File: src/hw/rtl/grm_pkg.sv
`timescale 1ns / 1ps
package grm_pkg;

    localparam int MAX_FRONT  = 3;
    localparam int MAX_REAR   = 12;
    localparam int TOOTH_W    = 8;
    localparam int RATIO_W    = 16;
    localparam int FRAC_W     = 12;
    localparam int FRONT_W    = 2;
    localparam int REAR_W     = 4;
    localparam int CFG_IDX_W  = 3;
    localparam int CFG_DATA_W = 64;
    localparam int PROD_W     = RATIO_W + TOOTH_W;
    localparam int FI_W       = (MAX_FRONT > 1) ? $clog2(MAX_FRONT) : 1;
    localparam int RI_W       = (MAX_REAR > 1) ? $clog2(MAX_REAR) : 1;

    typedef logic [FRONT_W-1:0] front_num_t;
    typedef logic [REAR_W-1:0]  rear_num_t;
    typedef logic [FI_W-1:0]    front_idx_t;
    typedef logic [RI_W-1:0]    rear_idx_t;
    typedef logic [TOOTH_W-1:0] tooth_t;
    typedef logic [RATIO_W-1:0] ratio_t;
    typedef logic [PROD_W-1:0]  prod_t;

    typedef enum logic [CFG_IDX_W-1:0] {
        REG_FRONT_COUNT = 3'd0,
        REG_FRONT_TEETH = 3'd1,
        REG_REAR_COUNT  = 3'd2,
        REG_REAR_LOW    = 3'd3,
        REG_REAR_HIGH   = 3'd4,
        REG_TOLERANCE   = 3'd5
    } cfg_reg_t;

    // Decoded configuration seen by the sequencer
    typedef struct packed {
        front_num_t                  nf;
        rear_num_t                   nr;
        ratio_t                      tol;
        tooth_t [MAX_FRONT-1:0]      front;
        tooth_t [MAX_REAR-1:0]       rear;
    } cfg_t;

    // Operands of one gear pair handed to the compare unit
    typedef struct packed {
        ratio_t ratio;
        tooth_t ft;
        tooth_t rt;
        ratio_t tol;
    } pair_op_t;

    typedef enum logic [1:0] {
        ST_IDLE,
        ST_SCAN,
        ST_HOLD
    } seq_state_t;

endpackage

File: src/hw/rtl/gear_ratio_matcher_core.sv
`timescale 1ns / 1ps
// Gear ratio matcher. Each request carries a measured front-to-rear ratio in
// unsigned Q4.12 and returns the first configured gear pair, scanned with the
// front chainring outer and the rear sprocket inner, for which
// |ratio * rear - front * 4096| <= tolerance * rear, as 1-based indices with
// found set; if no pair matches, found and both indices are zero. A rear
// sprocket with zero teeth never matches, and counts above the table size
// saturate. Each request examines the pairs in that order until one
// matches, at most front_count * rear_count of them (at most 36; none if a
// count is zero); a single pair comparator with two 16x8 multipliers is
// stepped through the pairs once per cycle, then the result moves to the
// output register, and only then is the next request accepted. A finished
// result may wait in the output register while the next request is taken.
// Configuration writes are always accepted and must only be issued while no
// request is in flight; unknown register indexes are dropped.
module gear_ratio_matcher_core (
    input  logic                               aclk,
    input  logic                               aresetn,
    input  logic                               cfg_valid,
    output logic                               cfg_ready,
    input  logic [grm_pkg::CFG_IDX_W-1:0]      cfg_index,
    input  logic [grm_pkg::CFG_DATA_W-1:0]     cfg_wdata,
    input  logic                               s_valid,
    output logic                               s_ready,
    input  logic [15:0]                        s_measured_ratio,
    output logic                               m_valid,
    input  logic                               m_ready,
    output logic                               m_found,
    output logic [1:0]                         m_front_gear,
    output logic [3:0]                         m_rear_gear
);

    grm_pkg::cfg_t     cfg;
    grm_pkg::pair_op_t op;
    logic              match;

    // register writes never stall
    assign cfg_ready = 1'b1;

    grm_cfg u_cfg (
        .aclk     (aclk),
        .aresetn  (aresetn),
        .wr_en    (cfg_valid && cfg_ready),
        .wr_index (cfg_index),
        .wr_data  (cfg_wdata),
        .cfg      (cfg)
    );

    // shared comparator: one gear pair per cycle
    grm_pair_unit u_pair (
        .op    (op),
        .match (match)
    );

    grm_seq u_seq (
        .aclk             (aclk),
        .aresetn          (aresetn),
        .cfg              (cfg),
        .s_valid          (s_valid),
        .s_ready          (s_ready),
        .s_measured_ratio (s_measured_ratio),
        .m_valid          (m_valid),
        .m_ready          (m_ready),
        .m_found          (m_found),
        .m_front_gear     (m_front_gear),
        .m_rear_gear      (m_rear_gear),
        .op               (op),
        .match            (match)
    );

endmodule

File: src/hw/rtl/grm_cfg.sv
`timescale 1ns / 1ps
module grm_cfg (
    input  logic                                aclk,
    input  logic                                aresetn,
    input  logic                                wr_en,
    input  logic [grm_pkg::CFG_IDX_W-1:0]       wr_index,
    input  logic [grm_pkg::CFG_DATA_W-1:0]      wr_data,
    output grm_pkg::cfg_t                       cfg
);

    logic [1:0]  front_count_reg;
    logic [23:0] front_teeth_reg;
    logic [3:0]  rear_count_reg;
    logic [63:0] rear_low_reg;
    logic [31:0] rear_high_reg;
    logic [15:0] tol_reg;
    logic [95:0] rear_all;

    always_ff @(posedge aclk) begin
        if (!aresetn) begin
            front_count_reg <= 2'd1;
            front_teeth_reg <= '0;
            rear_count_reg  <= 4'd1;
            rear_low_reg    <= '0;
            rear_high_reg   <= '0;
            tol_reg         <= '0;
        end else if (wr_en) begin
            case (grm_pkg::cfg_reg_t'(wr_index))
                grm_pkg::REG_FRONT_COUNT: front_count_reg <= wr_data[1:0];
                grm_pkg::REG_FRONT_TEETH: front_teeth_reg <= wr_data[23:0];
                grm_pkg::REG_REAR_COUNT:  rear_count_reg  <= wr_data[3:0];
                grm_pkg::REG_REAR_LOW:    rear_low_reg    <= wr_data[63:0];
                grm_pkg::REG_REAR_HIGH:   rear_high_reg   <= wr_data[31:0];
                grm_pkg::REG_TOLERANCE:   tol_reg         <= wr_data[15:0];
                default: ;
            endcase
        end
    end

    assign rear_all = {rear_high_reg, rear_low_reg};

    always_comb begin
        // saturate counts to the table size
        cfg.nf  = (front_count_reg > grm_pkg::MAX_FRONT)
                  ? grm_pkg::front_num_t'(grm_pkg::MAX_FRONT) : front_count_reg;
        cfg.nr  = (rear_count_reg > grm_pkg::MAX_REAR)
                  ? grm_pkg::rear_num_t'(grm_pkg::MAX_REAR) : rear_count_reg;
        cfg.tol = tol_reg;
        for (int i = 0; i < grm_pkg::MAX_FRONT; i++) begin
            cfg.front[i] = front_teeth_reg[i*grm_pkg::TOOTH_W +: grm_pkg::TOOTH_W];
        end
        for (int i = 0; i < grm_pkg::MAX_REAR; i++) begin
            cfg.rear[i] = rear_all[i*grm_pkg::TOOTH_W +: grm_pkg::TOOTH_W];
        end
    end

endmodule

File: src/hw/rtl/grm_pair_unit.sv
`timescale 1ns / 1ps
module grm_pair_unit (
    input  grm_pkg::pair_op_t op,
    output logic              match
);

    grm_pkg::prod_t scaled_ratio;
    grm_pkg::prod_t scaled_tol;
    grm_pkg::prod_t front_q;
    grm_pkg::prod_t diff;

    always_comb begin
        scaled_ratio = grm_pkg::prod_t'(op.ratio) * grm_pkg::prod_t'(op.rt);
        scaled_tol   = grm_pkg::prod_t'(op.tol) * grm_pkg::prod_t'(op.rt);
        front_q      = grm_pkg::prod_t'({op.ft, {grm_pkg::FRAC_W{1'b0}}});
        diff         = (scaled_ratio > front_q) ? (scaled_ratio - front_q)
                                                : (front_q - scaled_ratio);
        // a sprocket with no teeth never matches
        match        = (op.rt != '0) && (diff <= scaled_tol);
    end

endmodule

File: src/hw/rtl/grm_seq.sv
`timescale 1ns / 1ps
module grm_seq (
    input  logic                     aclk,
    input  logic                     aresetn,
    input  grm_pkg::cfg_t            cfg,
    input  logic                     s_valid,
    output logic                     s_ready,
    input  grm_pkg::ratio_t          s_measured_ratio,
    output logic                     m_valid,
    input  logic                     m_ready,
    output logic                     m_found,
    output grm_pkg::front_num_t      m_front_gear,
    output grm_pkg::rear_num_t       m_rear_gear,
    output grm_pkg::pair_op_t        op,
    input  logic                     match
);

    grm_pkg::seq_state_t state_reg, state_next;
    grm_pkg::front_idx_t f_reg;
    grm_pkg::rear_idx_t  r_reg;
    grm_pkg::ratio_t     ratio_reg;
    logic                res_found_reg;
    grm_pkg::front_num_t res_front_reg;
    grm_pkg::rear_num_t  res_rear_reg;
    logic                m_valid_reg;
    logic                m_found_reg;
    grm_pkg::front_num_t m_front_reg;
    grm_pkg::rear_num_t  m_rear_reg;

    logic accept;
    logic no_pairs;
    logic last_f;
    logic last_r;
    logic out_free;

    assign accept   = s_valid && s_ready;
    assign no_pairs = (cfg.nf == '0) || (cfg.nr == '0);
    assign last_f   = grm_pkg::front_num_t'(f_reg) == (cfg.nf - grm_pkg::front_num_t'(1));
    assign last_r   = grm_pkg::rear_num_t'(r_reg) == (cfg.nr - grm_pkg::rear_num_t'(1));
    assign out_free = !m_valid_reg || m_ready;

    always_comb begin
        state_next = state_reg;
        case (state_reg)
            grm_pkg::ST_IDLE: if (accept) begin
                state_next = no_pairs ? grm_pkg::ST_HOLD : grm_pkg::ST_SCAN;
            end
            grm_pkg::ST_SCAN: if (match || (last_f && last_r)) begin
                state_next = grm_pkg::ST_HOLD;
            end
            grm_pkg::ST_HOLD: if (out_free) begin
                state_next = grm_pkg::ST_IDLE;
            end
            default: state_next = grm_pkg::ST_IDLE;
        endcase
    end

    always_comb begin
        s_ready  = (state_reg == grm_pkg::ST_IDLE);
        op.ratio = ratio_reg;
        op.ft    = cfg.front[f_reg];
        op.rt    = cfg.rear[r_reg];
        op.tol   = cfg.tol;
    end

    always_ff @(posedge aclk) begin
        if (!aresetn) begin
            state_reg   <= grm_pkg::ST_IDLE;
            f_reg       <= '0;
            r_reg       <= '0;
            m_valid_reg <= 1'b0;
        end else begin
            state_reg <= state_next;
            if (accept) begin
                f_reg <= '0;
                r_reg <= '0;
            end else if (state_reg == grm_pkg::ST_SCAN && !match) begin
                // advance rear inner, front outer; hold on the last pair
                if (!last_r) begin
                    r_reg <= r_reg + grm_pkg::rear_idx_t'(1);
                end else if (!last_f) begin
                    r_reg <= '0;
                    f_reg <= f_reg + grm_pkg::front_idx_t'(1);
                end
            end
            if (state_reg == grm_pkg::ST_HOLD && out_free) begin
                m_valid_reg <= 1'b1;
            end else if (m_ready) begin
                m_valid_reg <= 1'b0;
            end
        end
    end

    always_ff @(posedge aclk) begin
        if (accept) begin
            ratio_reg     <= s_measured_ratio;
            res_found_reg <= 1'b0;
            res_front_reg <= '0;
            res_rear_reg  <= '0;
        end else if (state_reg == grm_pkg::ST_SCAN && match) begin
            res_found_reg <= 1'b1;
            res_front_reg <= grm_pkg::front_num_t'(f_reg) + grm_pkg::front_num_t'(1);
            res_rear_reg  <= grm_pkg::rear_num_t'(r_reg) + grm_pkg::rear_num_t'(1);
        end
        if (state_reg == grm_pkg::ST_HOLD && out_free) begin
            m_found_reg <= res_found_reg;
            m_front_reg <= res_front_reg;
            m_rear_reg  <= res_rear_reg;
        end
    end

    assign m_valid      = m_valid_reg;
    assign m_found      = m_found_reg;
    assign m_front_gear = m_front_reg;
    assign m_rear_gear  = m_rear_reg;

endmodule

File: config.mk
export PLATFORM = sky130hd
export DESIGN_NAME = gear_ratio_matcher_core
export DESIGN_NICKNAME = d
export VERILOG_FILES = /design/src/hw/rtl/grm_pkg.sv /design/src/hw/rtl/gear_ratio_matcher_core.sv /design/src/hw/rtl/grm_cfg.sv /design/src/hw/rtl/grm_pair_unit.sv /design/src/hw/rtl/grm_seq.sv
export SDC_FILE = /design/constraint.sdc
export NUM_CORES = 1
export LEC_CHECK = 0
export ABC_CLOCK_PERIOD_IN_PS = 11700
export BUFFER_PORTS_ARGS = -buffer_cell sky130_fd_sc_hd__buf_2
export CORE_MARGIN = 2
export CORE_UTILIZATION = 25
export CTS_BUF_LIST = sky130_fd_sc_hd__clkbuf_8
export CTS_CLUSTER_SIZE = 20
export DETAILED_ROUTE_END_ITERATION = 7
export PLACE_DENSITY = 0.44
export SYNTH_ARGS = -nofsm -noshare
export SYNTH_HDL_FRONTEND = slang
export SYNTH_SLANG_ARGS = --single-unit
export TNS_END_PERCENT = 50
File: constraint.sdc
create_clock -name aclk -period 11.7 [get_ports aclk]
set_input_delay 1.755 -clock aclk [delete_from_list [all_inputs] [get_ports aclk]]
set_output_delay 1.755 -clock aclk [all_outputs]
set_load 0.02 [all_outputs]
==> results of run 1 <==
==> where the power goes <==
part	leakage, nW	total, mW	internal [mW]	switching, mW
clock network	0.212	0.457	0.219	0.238
logic	6.59	0.718	0.307	0.412
registers	1.50	0.743	0.681	0.0618
==> logic make-up (layout without fill, tap and decap cells) <==
| family | after synthesis | in the layout | synth area share, % |
|---|---|---|---|
| flops | 181 | 181 | 22.0 |
| fa+ha+maj | 300 | 300 | 28.7 |
| compound gates | 351 | 351 | 14.0 |
| other cells | 1 | 1 | 0.0214 |
| simple gates | 745 | 745 | 19.9 |
| buf+inv | 331 | 376 | 7.25 |
| xor+xnor | 63 | 63 | 3.15 |
| mux | 57 | 57 | 4.92 |
==> worst register-to-register path: cells and delay by family, from the launching register on <==
kind	cells	cell delay, ps
mux	2	930
compound gates	15	3150
flops	1	510
simple gates	11	2130
fa+ha+maj	7	3060
xor+xnor	1	160
buf+inv	6	800
==> cells in the final DEF (no fill, tap or decap), types with 26 or more instances in the layout <==
| master | instances |
|---|---|
| a21boi_0 | 141 |
| a21o_1 | 28 |
| a21oi_1 | 64 |
| and2_1 | 162 |
| buf_2 | 95 |
| dfxtp_1 | 156 |
| fa_1 | 169 |
| ha_1 | 131 |
| inv_1 | 224 |
| mux2i_1 | 32 |
| nand2_1 | 409 |
| nor2_1 | 61 |
| o21ai_0 | 30 |
| xnor2_1 | 37 |
| xor2_1 | 26 |
==> routing by layer <==
metal	track usage [%]	share of wire (%)	vias to the layer above
met2	24.5	50	190
li1	-	-	6644
met1	17.7	46	6604
met3	1.39	2.4	45
met5	0	0.039	-
met4	3.66	2.0	2
==> what timing repair did <==
item | in CTS | in global routing
resized for setup | 0 | 5
endpoints found under the hold margin | 0 | 0
setup buffers | 0 | 0
hold buffers | 0 | 0
setup endpoints to repair | 0 | 15
==> worst max path at each step <==
stage,startpoint,end,cells past startpoint
floorplan,u_seq.r_reg[0],u_seq.res_rear_reg[1],46
global placement,u_seq.r_reg[0],u_seq.res_front_reg[1],43
detailed placement,u_seq.r_reg[0],u_seq.res_front_reg[1],43
CTS,u_seq.r_reg[0],u_seq.res_front_reg[1],43
global route,u_seq.r_reg[0],u_seq.res_front_reg[1],43
finish,u_seq.r_reg[0],u_seq.res_front_reg[1],42
==> layout make-up <==
| class | count | area (um^2) |
|---|---|---|
| Fill cell | 7513 | 49500 |
| Multi-Input combinational cell | 1517 | 12400 |
| Sequential cell | 181 | 3860 |
| Tap cell | 931 | 1160 |
| Inverter | 224 | 841 |
| Timing Repair Buffer | 120 | 676 |
| Clock buffer | 22 | 303 |
| Clock inverter | 10 | 118 |
==> impl_metrics.tcl, run 1 <==
set metrics [dict create \
    status "finished, final reports clean" \
    rows 96 \
    p_total_mw 1.92 \
    drc 0 \
    final_cell_area_um2 19400 \
    final-hold-violation-count 0 \
    clk_latency_ps 480 \
    layout-drive-gt1-share_pct 9.69 \
    synthToLayoutAreaGrowth_pct 10.9 \
    whs_path_depth 0 \
    synth_top_area_share_pct 19.3 \
    worstPathRequired_ps 12020 \
    critPathKind "reg -> reg" \
    routedWlPerCell_um 16.0 \
    pre_cts_slack_ps 549 \
    ctsLongestPathBuffers 2 \
    critPathArrivalTime_ps 11230 \
    synthTopCellsByArea "fa_1 (19%), dfxtp_1 (18%), ha_1 (9.4%)" \
    synth_cell_type_count 72 \
    core_um2 68900 \
    first_pass_iters 5 \
    async_reset_ff_share_pct 0 \
    hold_slack_ps 438 \
    grt.overflow.total 0 \
    synth.yosys.warnings 0 \
    fin_skew_ps 11.3 \
    syn_avg_cell_area_um2 8.62 \
    largest_register_ffs 64 \
    path_common_cell "fa_1" \
    dieArea_um2 72100 \
    tightest_slew_ps 1070 \
    drv_cap 0 \
    r2r_cells 42 \
    grt_pass1_wl_mm 77.9 \
    port_buffers 96 \
    setup-violations-final 0 \
    numCtsBuffers 17 \
    ys_ff_latch 181 \
    grt_setup_unrepaired "false" \
    hold_end "u_seq.m_front_gear[1]" \
    grt_start_max_net_pins 121 \
    start_util_pct 25.4 \
    path_buf_inv 6 \
    synth.most_common_cell "nand2_1" \
    num_vias 13500 \
    synthesis.nets 2417 \
    mappedNetlistArea_um2 17500 \
    cp-start-kind "flip-flop" \
    synthTopCellsByCount "nand2_1 (409), inv_1 (224), fa_1 (169)" \
    p_leak_nw 8.30 \
    cp_slowest_cell "fa_1" \
    clock-sinks 181 \
    grt_pass1_vias 14200 \
    ctsRootBufferMaster "clkbuf_8" \
    min_period_over_period_pct 93.2 \
    synth_top_area_cell "fa_1" \
    cpPeakStageDelay_ps 550 \
    hp-start "u_seq.res_front_reg[1]" \
    synth-main-ff-cell "dfxtp_1" \
    rr_endpoint "u_seq.res_front_reg[1]" \
    n_antenna_cell 0 \
    synth_edf_count 23 \
    h-tree-depth 4 \
    routed_via_density 4.49 \
    final_cells 3005 \
    synth_cells 2029 \
    utilization_pct 28.1 \
    ys_seq_area_share_pct 22.0 \
    max_freq_ghz 0.0917 \
    post_dp_cell_area_um2 19000 \
    nets 2449 \
    slew_headroom_pct 29.0 \
    io_pins 98 \
    fin_crit_ps 10910 \
    antenna_found_initial 2 \
    worstSetupEndpointType "flip-flop" \
    clkTransAtPathRegs_ps 90 \
    dp.final_hpwl_mm 38.7 \
    die_h_um 269 \
    totalWireLength_mm 48.2 \
    tns_ps 0 \
    fin_ws_ps 792 \
    crit_fanout 22 \
    ant_nets 0 \
    min_path_type "reg -> reg" \
    track_usage_pct 13.8 \
    peakVddDrop_mv 0.0623 \
    die_width_um 269 \
    worst_path_dominant_cell_family "compound AO/OA/AOI/OAI gates" \
    dp.cells 2973 \
    r2r_slack_ps 790 \
    reg2reg_from "u_seq.r_reg[0]" \
    gp_congestion 0.804 \
    powerDensity_nw_per_um2 98.9 \
    cts_tree "yes" \
    drt_iter0_drc 562 \
    drv_slew 0 \
]
Note: power is estimated with default switching activity, not from simulation.
==> run 2: changes to the inputs <==
--- a/config.mk
+++ b/config.mk
@@ -8,11 +8,11 @@
 export ABC_CLOCK_PERIOD_IN_PS = 11700
 export BUFFER_PORTS_ARGS = -buffer_cell sky130_fd_sc_hd__buf_2
 export CORE_MARGIN = 2
-export CORE_UTILIZATION = 25
+export CORE_UTILIZATION = 50
 export CTS_BUF_LIST = sky130_fd_sc_hd__clkbuf_8
 export CTS_CLUSTER_SIZE = 20
 export DETAILED_ROUTE_END_ITERATION = 7
-export PLACE_DENSITY = 0.44
+export PLACE_DENSITY = 0.72
 export SYNTH_ARGS = -nofsm -noshare
 export SYNTH_HDL_FRONTEND = slang
 export SYNTH_SLANG_ARGS = --single-unit
==> run 2 against run 1 <==
- clock power down 1%
- clock-buffer cell count down 5
- combinational power is 1% lower
- flip-flop and latch count did not move
- setup slack got worse by 180 ps
- first-iteration DRC count increased by 48%
- maximum frequency down 1.6%
- die area down 49%
- non-clock buffer count fell by 4
- cell count fell by 16%
- largest cell class unchanged
- largest power group unchanged
- highest routed layer is now met4
==> impl_metrics.tcl, run 2 (synthesis gave the netlist of run 1 again) <==
set metrics [dict create \
    antenna_found_initial 0 \
    ctsRootBufferMaster "clkbuf_8" \
    start_util_pct 50.7 \
    critPathKind "reg -> reg" \
    grt.overflow.total 0 \
    status "finished, final reports clean" \
    drv_slew 0 \
    dp.final_hpwl_mm 32.8 \
    critPathArrivalTime_ps 11450 \
    die_width_um 191 \
    drv_cap 0 \
    power_switching_mw 0.713 \
    fin_skew_ps 24.6 \
    worstSetupEndpointType "flip-flop" \
    ant_nets 0 \
    worst_path_dominant_cell_family "compound AO/OA/AOI/OAI gates" \
    grt_pass1_wl_mm 69.6 \
    num_vias 13800 \
    numCtsBuffers 17 \
    path_buf_inv 5 \
    clock-sinks 181 \
    largest_register_ffs 64 \
    nets 2445 \
    cp_slowest_cell "fa_1" \
    p_leak_nw 8.28 \
    layout-drive-gt1-share_pct 9.52 \
    totalWireLength_mm 41.9 \
    p_clk_share_pct 23.8 \
    drc 0 \
    final_cell_mix "nand2_1 (409), inv_1 (224), fa_1 (169)" \
    n_fill_cell 3219 \
    gp_congestion 0.920 \
    io_pins 98 \
    powerDensity_nw_per_um2 101 \
    final_common_cell "nand2_1" \
    track_usage_pct 23.7 \
    clk_latency_ps 480 \
    fin_crit_ps 11090 \
    routedWlPerCell_um 16.6 \
    cts_tree "yes" \
    ctsLongestPathBuffers 2 \
    pwr-share-seq_pct 38.8 \
    clkTransAtPathRegs_ps 110 \
    h-tree-depth 4 \
    setup-violations-final 0 \
    final-seq-area_um2 3860 \
    dieArea_um2 36500 \
    die_h_um 191 \
    final-hold-violation-count 0 \
    p_sw_share_pct 37.6 \
    rows 68 \
    grt_setup_unrepaired "false" \
    post_cts_buffers 0 \
    worstPathRequired_ps 12060 \
    utilization_pct 54.3 \
    tightest_slew_ps 1210 \
    power.internal_mw 1.19 \
    n_antenna_cell 0 \
    drt_iter0_drc 834 \
    max_freq_ghz 0.0902 \
    cp-start-kind "flip-flop" \
    peakVddDrop_mv 0.0972 \
    port_buffers 96 \
    routed_via_density 5.46 \
    synthToLayoutAreaGrowth_pct 7.17 \
    core_um2 34500 \
    path_common_cell "fa_1" \
    min_path_type "reg -> reg" \
    tns_ps 0 \
    cpPeakStageDelay_ps 560 \
    slew_headroom_pct 19.0 \
    grt_pass1_vias 14000 \
    p_comb_share_pct 37.4 \
    min_period_over_period_pct 94.8 \
    crit_fanout 22 \
    multi_input_area_um2 12400 \
    first_pass_iters 5 \
    grt_start_max_net_pins 123 \
]
## run 2: cell count changes in the layout (fill, tap and decap cells not counted), sizes merged
cell and change:
buf -4, clkbuf -5, clkinvlp -2, inv +7
## run 2: final cells by class
cell class | instances | share of cell area, %
flip-flops and latches | 181 | 20.6
well taps | 455 | 3.04
inverters | 224 | 4.48
clock inverters | 15 | 0.981
repair buffers | 116 | 3.38
multi-input cells | 1517 | 66.3
clock buffers | 17 | 1.25
## run 2: what timing repair did
item                                    CTS  global route
gates resized for setup                   0             3
endpoints found under the setup margin    0            13
endpoints found under the hold margin     0             0
hold buffers                              0             0
## run 2: routing by layer
layer	GRT usage (%)	routed length, um	vias to the layer above
met2	40.3	20100	382
met4	7.07	1120	0
met5	0	0	-
met3	3.14	2350	68
met1	31.4	18300	6704
li1	-	-	6635
## run 2: final timing paths
kind,from,endpoint,slack (ps),cells past startpoint
max reg2reg,u_seq.r_reg[1],u_seq.r_reg[3],610,39
max,u_seq.r_reg[1],u_seq.r_reg[3],610,39
min reg2reg,u_seq.res_found_reg,u_seq.m_found,430,0
min,u_seq.res_found_reg,u_seq.m_found,430,0
## run 2: power groups by stage
| stage | combinational, mW | sequential [mW] | clock, mW |
|---|---|---|---|
| finish | 0.709 | 0.737 | 0.452 |
| global route | 0.788 | 0.744 | 0.482 |
| CTS | 0.703 | 0.737 | 0.459 |
| detailed placement | 0.699 | 0.751 | 0 |
| global placement | 0.683 | 0.750 | 0 |
| floorplan | 0.521 | 0.730 | 0 |
## run 2: per-stage QoR
step	hold slack, ps	std cells	instance area (um^2)	power [mW]	worst slack (ps)
after floorplan	408	2029	17500	1.25	1980
after global placement	418	2493	18300	1.43	888
after detailed placement	424	2493	18300	1.45	507
after CTS	426	2525	18700	1.90	419
after global routing	437	2525	18800	2.01	23.0
final	433	2525	18800	1.90	611
## run 2: worst register-to-register path: cells and delay by family (launching register included)
family	cells	cell delay [ps]
AO/OA/AOI/OAI	13	3300
AND/OR/NAND/NOR	11	2610
XOR/XNOR	1	160
adder cells (fa/ha/maj)	7	3070
multiplexers	2	740
buffers and inverters	5	660
flip-flops	1	480
